<file path="src/rtl/rspd_pkg.sv">
// Shared types, constants and helper functions of the rsyncable sync point detector.
`timescale 1ns / 1ps

package rspd_pkg;

	// The window length must be a power of two: a match tests the low bits of the sum.
	localparam int WINDOW_SIZE = 4096;
	localparam int WIN_AW      = $clog2(WINDOW_SIZE);
	localparam int SUM_W       = $clog2(WINDOW_SIZE * 255 + 1);

	localparam int MAGIC_LEN = 6;
	localparam int HDR_LEN   = 110;
	localparam int MODE_AT   = 14;
	localparam int NLNK_AT   = 38;
	localparam int SIZE_AT   = 54;
	localparam int FIELD_LEN = 8;
	localparam int POS_W     = 7;

	localparam logic [31:0] MODE_TYPE_MASK = 32'h0000_F000;
	localparam logic [31:0] MODE_REGULAR   = 32'h0000_8000;

	localparam logic [31:0] FORCE_PENDING_RST = 32'd8192;
	localparam logic [31:0] MIN_FILE_SIZE_RST = 32'd4096;
	localparam logic [31:0] MIN_PENDING_RST   = 32'd2048;

	localparam int CFG_IDX_W = 2;
	localparam logic [CFG_IDX_W-1:0] REG_FORCE_PENDING = 2'd0;
	localparam logic [CFG_IDX_W-1:0] REG_MIN_FILE_SIZE = 2'd1;
	localparam logic [CFG_IDX_W-1:0] REG_MIN_PENDING   = 2'd2;

	typedef enum logic [1:0] {
		CAUSE_NONE   = 2'd0,
		CAUSE_HEADER = 2'd1,
		CAUSE_ROLL   = 2'd2
	} cause_e;

	typedef struct packed {
		logic [31:0] force_pending;
		logic [31:0] min_file_size;
		logic [31:0] min_pending;
	} cfg_t;

	typedef struct packed {
		logic hdr_end;
		logic size_ok;
	} hdr_info_t;

	typedef struct packed {
		logic       valid;
		logic [3:0] nibble;
	} hex_t;

	function automatic hex_t hex_decode(input logic [7:0] b);
		hex_t h;
		h = '0;
		if (b >= 8'h30 && b <= 8'h39) begin
			h.valid  = 1'b1;
			h.nibble = 4'(b - 8'h30);
		end else if (b >= 8'h61 && b <= 8'h66) begin
			h.valid  = 1'b1;
			h.nibble = 4'(b - 8'h57);
		end else if (b >= 8'h41 && b <= 8'h46) begin
			h.valid  = 1'b1;
			h.nibble = 4'(b - 8'h37);
		end
		return h;
	endfunction

	function automatic logic [7:0] magic_char(input logic [2:0] pos);
		logic [7:0] c;
		case (pos)
			3'd0: c = 8'h30;
			3'd1: c = 8'h37;
			3'd2: c = 8'h30;
			3'd3: c = 8'h37;
			3'd4: c = 8'h30;
			3'd5: c = 8'h31;
			default: c = 8'h00;
		endcase
		return c;
	endfunction

endpackage

</file>
<file path="src/rtl/rspd_hdr.sv">
// cpio newc header tracker: magic match, hex field gathering and header end detection.
`timescale 1ns / 1ps

module rspd_hdr import rspd_pkg::*; (
	input  logic      clk,
	input  logic      arst_n,
	input  logic      en,
	input  logic [7:0] data_byte,
	input  cfg_t      cfg,
	output hdr_info_t info
);

	logic [POS_W-1:0] pos_q, pos_n;
	logic [31:0]      mode_q, mode_n;
	logic [31:0]      nlnk_q, nlnk_n;
	logic [31:0]      fsize_q, fsize_n;
	hex_t             hex;

	always_comb begin
		hex     = hex_decode(data_byte);
		pos_n   = pos_q;
		mode_n  = mode_q;
		nlnk_n  = nlnk_q;
		fsize_n = fsize_q;
		info    = '0;
		if (pos_q < POS_W'(MAGIC_LEN)) begin
			if (data_byte == magic_char(pos_q[2:0])) begin
				pos_n = pos_q + 1'b1;
			end else begin
				pos_n = '0;
			end
		end else if (!hex.valid) begin
			pos_n = '0;
		end else begin
			if (pos_q >= POS_W'(MODE_AT) && pos_q < POS_W'(MODE_AT + FIELD_LEN)) begin
				mode_n = (pos_q == POS_W'(MODE_AT)) ? {28'd0, hex.nibble}
					: {mode_q[27:0], hex.nibble};
			end else if (pos_q >= POS_W'(NLNK_AT) && pos_q < POS_W'(NLNK_AT + FIELD_LEN)) begin
				nlnk_n = (pos_q == POS_W'(NLNK_AT)) ? {28'd0, hex.nibble}
					: {nlnk_q[27:0], hex.nibble};
			end else if (pos_q >= POS_W'(SIZE_AT) && pos_q < POS_W'(SIZE_AT + FIELD_LEN)) begin
				fsize_n = (pos_q == POS_W'(SIZE_AT)) ? {28'd0, hex.nibble}
					: {fsize_q[27:0], hex.nibble};
			end
			if (pos_q == POS_W'(HDR_LEN - 1)) begin
				pos_n        = '0;
				info.hdr_end = 1'b1;
				if ((mode_n & MODE_TYPE_MASK) != MODE_REGULAR || nlnk_n != 32'd1) begin
					fsize_n = '0;
				end
				info.size_ok = (fsize_n >= cfg.min_file_size);
			end else begin
				pos_n = pos_q + 1'b1;
			end
		end
	end

	always_ff @(posedge clk or negedge arst_n) begin
		if (!arst_n) begin
			pos_q   <= '0;
			mode_q  <= '0;
			nlnk_q  <= '0;
			fsize_q <= '0;
		end else if (en) begin
			pos_q   <= pos_n;
			mode_q  <= mode_n;
			nlnk_q  <= nlnk_n;
			fsize_q <= fsize_n;
		end
	end

endmodule

</file>
<file path="config.mk">
export PLATFORM = sky130hd
export DESIGN_NAME = rspd_hdr
export DESIGN_NICKNAME = d
export VERILOG_FILES = /design/src/rtl/rspd_pkg.sv /design/src/rtl/rspd_hdr.sv
export SDC_FILE = /design/constraint.sdc
export NUM_CORES = 1
export LEC_CHECK = 0
export BUFFER_PORTS_ARGS = -buffer_cell sky130_fd_sc_hd__buf_4
export CORE_ASPECT_RATIO = 1.4
export CORE_MARGIN = 1.5
export CORE_UTILIZATION = 45
export CTS_CLUSTER_SIZE = 20
export DETAILED_ROUTE_END_ITERATION = 7
export PLACE_DENSITY = 0.67
export SLEW_MARGIN = 20
export SYNTH_ARGS = -nofsm -noshare
export SYNTH_HDL_FRONTEND = slang
export SYNTH_SLANG_ARGS = --single-unit
</file>
<file path="constraint.sdc">
create_clock -name clk -period 6.8 [get_ports clk]
set_clock_uncertainty 0.15 [all_clocks]
set_input_delay 0.68 -clock clk [delete_from_list [all_inputs] [get_ports clk]]
set_output_delay 0.68 -clock clk [all_outputs]
set_load 0.02 [all_outputs]
</file>
# Word-level counts from Yosys, hierarchy flattened
# Index checks and enable logic that the tools add are counted.
dict set report word_totals {
  word_cells 79
  rom_bits 0
  out_inout_bits 2
  mem_count 0
  ram_bits 0
  regBits 87
  input_bits 107
  latchBits 0
}
dict set report op_classes {
  mul 0
  magnitude_cmp 14
  reduce_logical 12
  bitwise 1
  mux 30
  addsub 4
  div 0
  eq_ne 13
  shift 0
}
# op n
set ops {}
lappend ops {{2-to-1 mux 32 bit} 14}
lappend ops {{2-to-1 mux 16 bit} 4}
lappend ops {{>= comparator 32 bit} 1}
lappend ops {{!= test 32 x 1 -> 1 bit, second input constant} 1}
lappend ops {{2-to-1 mux 7 bit} 4}
lappend ops {{case mux 6 bit (3 select lines)} 1}
lappend ops {{>= comparator 8 x 7 -> 1 bit, second input constant} 2}
lappend ops {{less-or-equal comparator 8 x 7 -> 1 bit, second input constant} 2}
lappend ops {{2-to-1 mux 5 bit} 3}
lappend ops {{== test 7 x 6 -> 1 bit, second input constant} 2}
lappend ops {{>= comparator 7 x 6 -> 1 bit, second input constant} 2}
lappend ops {{less-than comparator 7 x 6 -> 1 bit, second input constant} 2}
lappend ops {{== test 8 bit} 1}
lappend ops {{>= comparator 8 x 6 -> 1 bit, second input constant} 1}
lappend ops {{less-or-equal comparator 8 x 6 -> 1 bit, second input constant} 1}
lappend ops {{2-to-1 mux 8 bit} 1}
lappend ops {{subtractor 4 x 3 -> 4 bit, second input constant} 2}
lappend ops {{adder 7 x 1 -> 7 bit, second input constant} 1}
lappend ops {{== test 7 x 4 -> 1 bit, second input constant} 1}
lappend ops {{== test 7 bit, second input constant} 1}
lappend ops {{>= comparator 7 x 4 -> 1 bit, second input constant} 1}
lappend ops {{less-than comparator 7 x 3 -> 1 bit, second input constant} 1}
lappend ops {{less-than comparator 7 x 5 -> 1 bit, second input constant} 1}
lappend ops {{== test 3 x 2 -> 1 bit, second input constant} 2}
lappend ops {{14 further kinds} 22}

# Longest topological paths before layout
dict set report depth {
  ltp_word 20
  ltp_mapped 18
  depth_no_buf 17
}

# Worst setup path before layout
# No wires, ideal clock.
dict set report synth_timing {
  path_type {in2out}
  startpoint {input port data_byte[1]}
  endpoint {output port info[0] (netlist bit)}
  stages 18
  arrival_time_ps 3884
  required_time_ps 5970
  path_slack_ps 2086
  n_path_buf 1
  cell_sequence {inv_1 ha_1 nand2b_1 a22o_1 a22oi_1 nand3_1 o41ai_4 nand2_1 buf_2 a21oi_1 ha_1 a21o_1 a21o_1 a211oi_1 o21bai_1 a21o_1 a211oi_1 a21oi_1}
}
# item line
set synth_rtl {}
lappend synth_rtl {{from (decl)} rspd_hdr.sv:8} ;# input logic [7:0] data_byte,
lappend synth_rtl {{to (decl)} rspd_hdr.sv:10} ;# output hdr_info_t info

==> impl_results.md <==
- Fin util: 52.21%
- Worst Hold Class: in -> async
- Placed cell area: about 6000 µm²
- Syn_nets: between 800 and 900
- Slew margin rel.: 38.08%
- CTS root buf: clkbuf_16
- Status: completed
- Drt pass-1 iters: 4
- H-tree levels: 3
- GRT Total Usage: 21.45%
- # DRC: 0
- Die W: 95.57 µm
- Top sig layer: met4
- Share of cells above drive strength 1: 12.32%
- Area Growth Syn to Fin: 13.74%
- Register area share after synthesis: 40.32%
- Total clock sinks: 87
- Bufs and invs on worst path: 2
- Unrepaired setup endpoints after global routing: no
- Warnings from Yosys: 0
- GPL Wtd Cong: 0.8599
- CTS Hold Bufs: 0
- Fin. max-slew vios: 0
- Post-cts sizing count: 0
- Post-synth ARST share: 100.0%
- Worst flop-to-flop path startpoint: pos_q[4]
- Fill cells: 1124
- Initial antenna violation count: 0
- Max FO, Critical Path: 31
- Vias post-DR: 4756
- Final hold violations: 0
- Worst-Margin Slew: 926.5 ps
- CP max-delay cell: or4_4
- Tcrit/Tclk final: 81.55%
- DRT Wirelength: 12660 µm
- Grt ovf: 0
- Layout Nets: ~850
- CORE AREA: 11760 µm²
- Setup TNS: 0 ps
- Number of synthesized flops with an enable pin: 0
- Worst r2r path cells: 8
- Global-route wire length before repair: 21400 µm
- Non-filler cells in the finished layout: 861
- P_leak: about 2.8 nW
- CP dominant cell by count: a21o_1
- Mapped Cells: 684
- Clk slew on worst S/H paths: 60 ps
- Critical path, cell by cell: or3b_4 -> or4_4 -> o21ai_2 -> nand3b_1 -> o41ai_4 -> nand2_1 -> buf_4 -> a21oi_1 -> ha_1 -> a21o_1 -> a21o_1 -> a21o_1 -> a211oi_1 -> o21ai_0 -> a211oi_1 -> a21oi_1 -> buf_4
- Die Ht: between 100 and 150 µm
- Row cnt: 47
- IO buf count: 44
- Req. time, crit path: 5970 ps
- Tmin final: 5545 ps
- Startpoint types: register
- Antenna viol nets, final: 0
- CP endpoint kind: output pin
- Fmax: 0.1803 GHz
- Die area: 12670 µm²
- End of the critical path: info[0]
- Synthesized flop and latch total: 87
- Worst path top cell family by delay: compound AO/OA/AOI/OAI gates
- Postcts setup bufs: 0
- CP Launch Point: pos_q[4]
- Most used DFF post-synth: dfrtp_1
- Worst path max stage delay: 620 ps
- Met2 Wirelength: 6596 µm
- Placed cells: 845
- Clk_lat worst skew: between 300 and 400 ps
- Number of global-route vias before repair: 4551
- Syn Area/Cell: 7.893 µm²
- I/O pins: about 110
- R2R setup slack: 3820 ps
- Initial Utilization: 45.90%
- N_diodes: 0
- Final instance area: 6141 µm²
- Syn Std Cell Area: 5399 µm²
- Levels on crit path: 17
- Largest net degree at the start of global routing: 65
- Max Cap Viol: 0
- Max clock buf depth: 2
- Setup Viol. Count Final: 0
- Max VDD drop: 0.1397 mV
- Met1 WL: 5394 µm
- Kind of critical path: reg -> out
- DP Wirelength: 8949 µm
- CTS tree: done
- Reg2reg end: fsize_q[0]
- Unique cell type count in the Yosys netlist: 52
- Pwr/cell area: roughly 170 nW/µm²
- CTS Buf Count: 9
- Met3 WL: ~450 µm
- Initial drt markers: 290
- Vias per inst: around 5.5
- Wire per inst: 14.70 µm
- Arrival time of the worst setup path: between 4000 and 5000 ps
-- registers in the layout (all words and copies together), names as in the netlist --
| signal | flops |
|---|---|
| nlnk_q | 32 |
| pos_q | 7 |
| mode_q | 16 |
| fsize_q | 32 |
-- cell type report --
class | count | area [µm²] | area share (%)
clock buffer | 14 | 284.0 | 4.625
tap | 147 | 183.9 | 2.995
clock inverter | 2 | 12.51 | 0.2037
inverter | 38 | 142.6 | 2.323
timing repair buffer | 56 | 420.4 | 6.846
multi-input combinational | 517 | 2920 | 47.55
sequential | 87 | 2177 | 35.45
-- power breakdown --
part           internal [mW]  leakage, nW  switching (mW)
registers              0.518         1.22       0.0000685
logic                 0.0270         1.40          0.0301
clock network          0.287        0.145           0.194
-- metrics by stage --
stage | hold WS [ps] | power (mW) | setup WS, ps
2_1_floorplan | 234.4 | 0.5472 | 2086
3_3_place_gp | 303.7 | 0.5831 | 1346
3_5_place_dp | 312.3 | 0.5854 | 1248
4_1_cts | 114.2 | 1.067 | 1217
5_1_grt | 133.1 | 1.097 | 940.9
6_report | 103.6 | 1.055 | 1255
-- cell usage after synthesis, types with 3 or more instances --
library cell  number  share of area, %
dfrtp_1           87                40
o21ai_0           62               5.7
a22oi_1            3              0.42
a21oi_1           67               6.2
nor2_1            24               1.7
and2_1             3              0.35
nand2b_1           7              0.81
nand3_1           64               5.9
a211oi_2           5               1.2
nor3b_1            4              0.56
a21o_1             8               1.1
buf_2              7              0.65
and3_1             5              0.58
ha_1              37               8.6
clkbuf_1          33               2.3
nand3b_1           3              0.42
inv_1             38               2.6
nor2b_1            5              0.58
a211oi_1           8               1.1
nand4_1            7              0.81
nand2_1          160                11
nor3_1             9              0.83
-- worst register-to-register path, cell delays in order (launching register included) --
cell,delay [ps]
dfrtp_1,480
or3b_4,470
or4_4,620
o21ai_2,130
nand3b_1,130
o41ai_4,370
a21oi_2,80
buf_4,250
a211oi_1,200
-- routing by layer --
| metal | GRT usage [%] | up-vias |
|---|---|---|
| met5 | 0 | - |
| met4 | 6.127 | 0 |
| met3 | 3.678 | 14 |
| met2 | 36.74 | 78 |
| met1 | 27.29 | 2251 |
| li1 | - | 2413 |
-- cell usage in the layout (no fill, tap or decap), types with 2 or more instances in the layout --
cell	Yosys	routed
nor2_1	24	24
or4b_2	2	2
inv_1	38	38
o211ai_1	2	2
clkbuf_8	0	4
nand2_1	160	160
nor3_1	9	8
a31oi_1	2	2
o2111ai_1	2	2
and2_1	3	3
o31ai_1	2	2
o21bai_1	2	2
or4_1	2	2
nand4_1	7	7
o21ai_0	62	62
nand3_1	64	64
nand3b_1	3	3
a22oi_1	3	3
nand2b_1	7	6
clkbuf_16	0	9
and3_1	5	5
nor2b_1	5	5
a211oi_2	5	5
a21o_1	8	8
a211oi_1	8	8
dfrtp_1	87	87
buf_4	0	56
nor3b_1	4	4
a21oi_1	67	67
ha_1	37	37
-- cell families after synthesis --
group	Yosys count	synth area share (%)
buf+inv	80	5.724
flops	87	40.32
mux	1	0.1854
simple gates	302	25.52
compound gates	177	19.68
fa+ha+maj	37	8.575
-- worst min-delay path by stage --
stage	start	end	slack, ps	cells past startpoint
after floorplan	arst_n	fsize_q[0]	230	0
after global placement	mode_q[14]	mode_q[14]	300	2
after detailed placement	nlnk_q[31]	nlnk_q[31]	310	2
after CTS	arst_n	fsize_q[6]	110	1
after global routing	arst_n	nlnk_q[1]	130	1
final	arst_n	nlnk_q[5]	100	1
No activity file was read; power rests on OpenSTA's default activity.
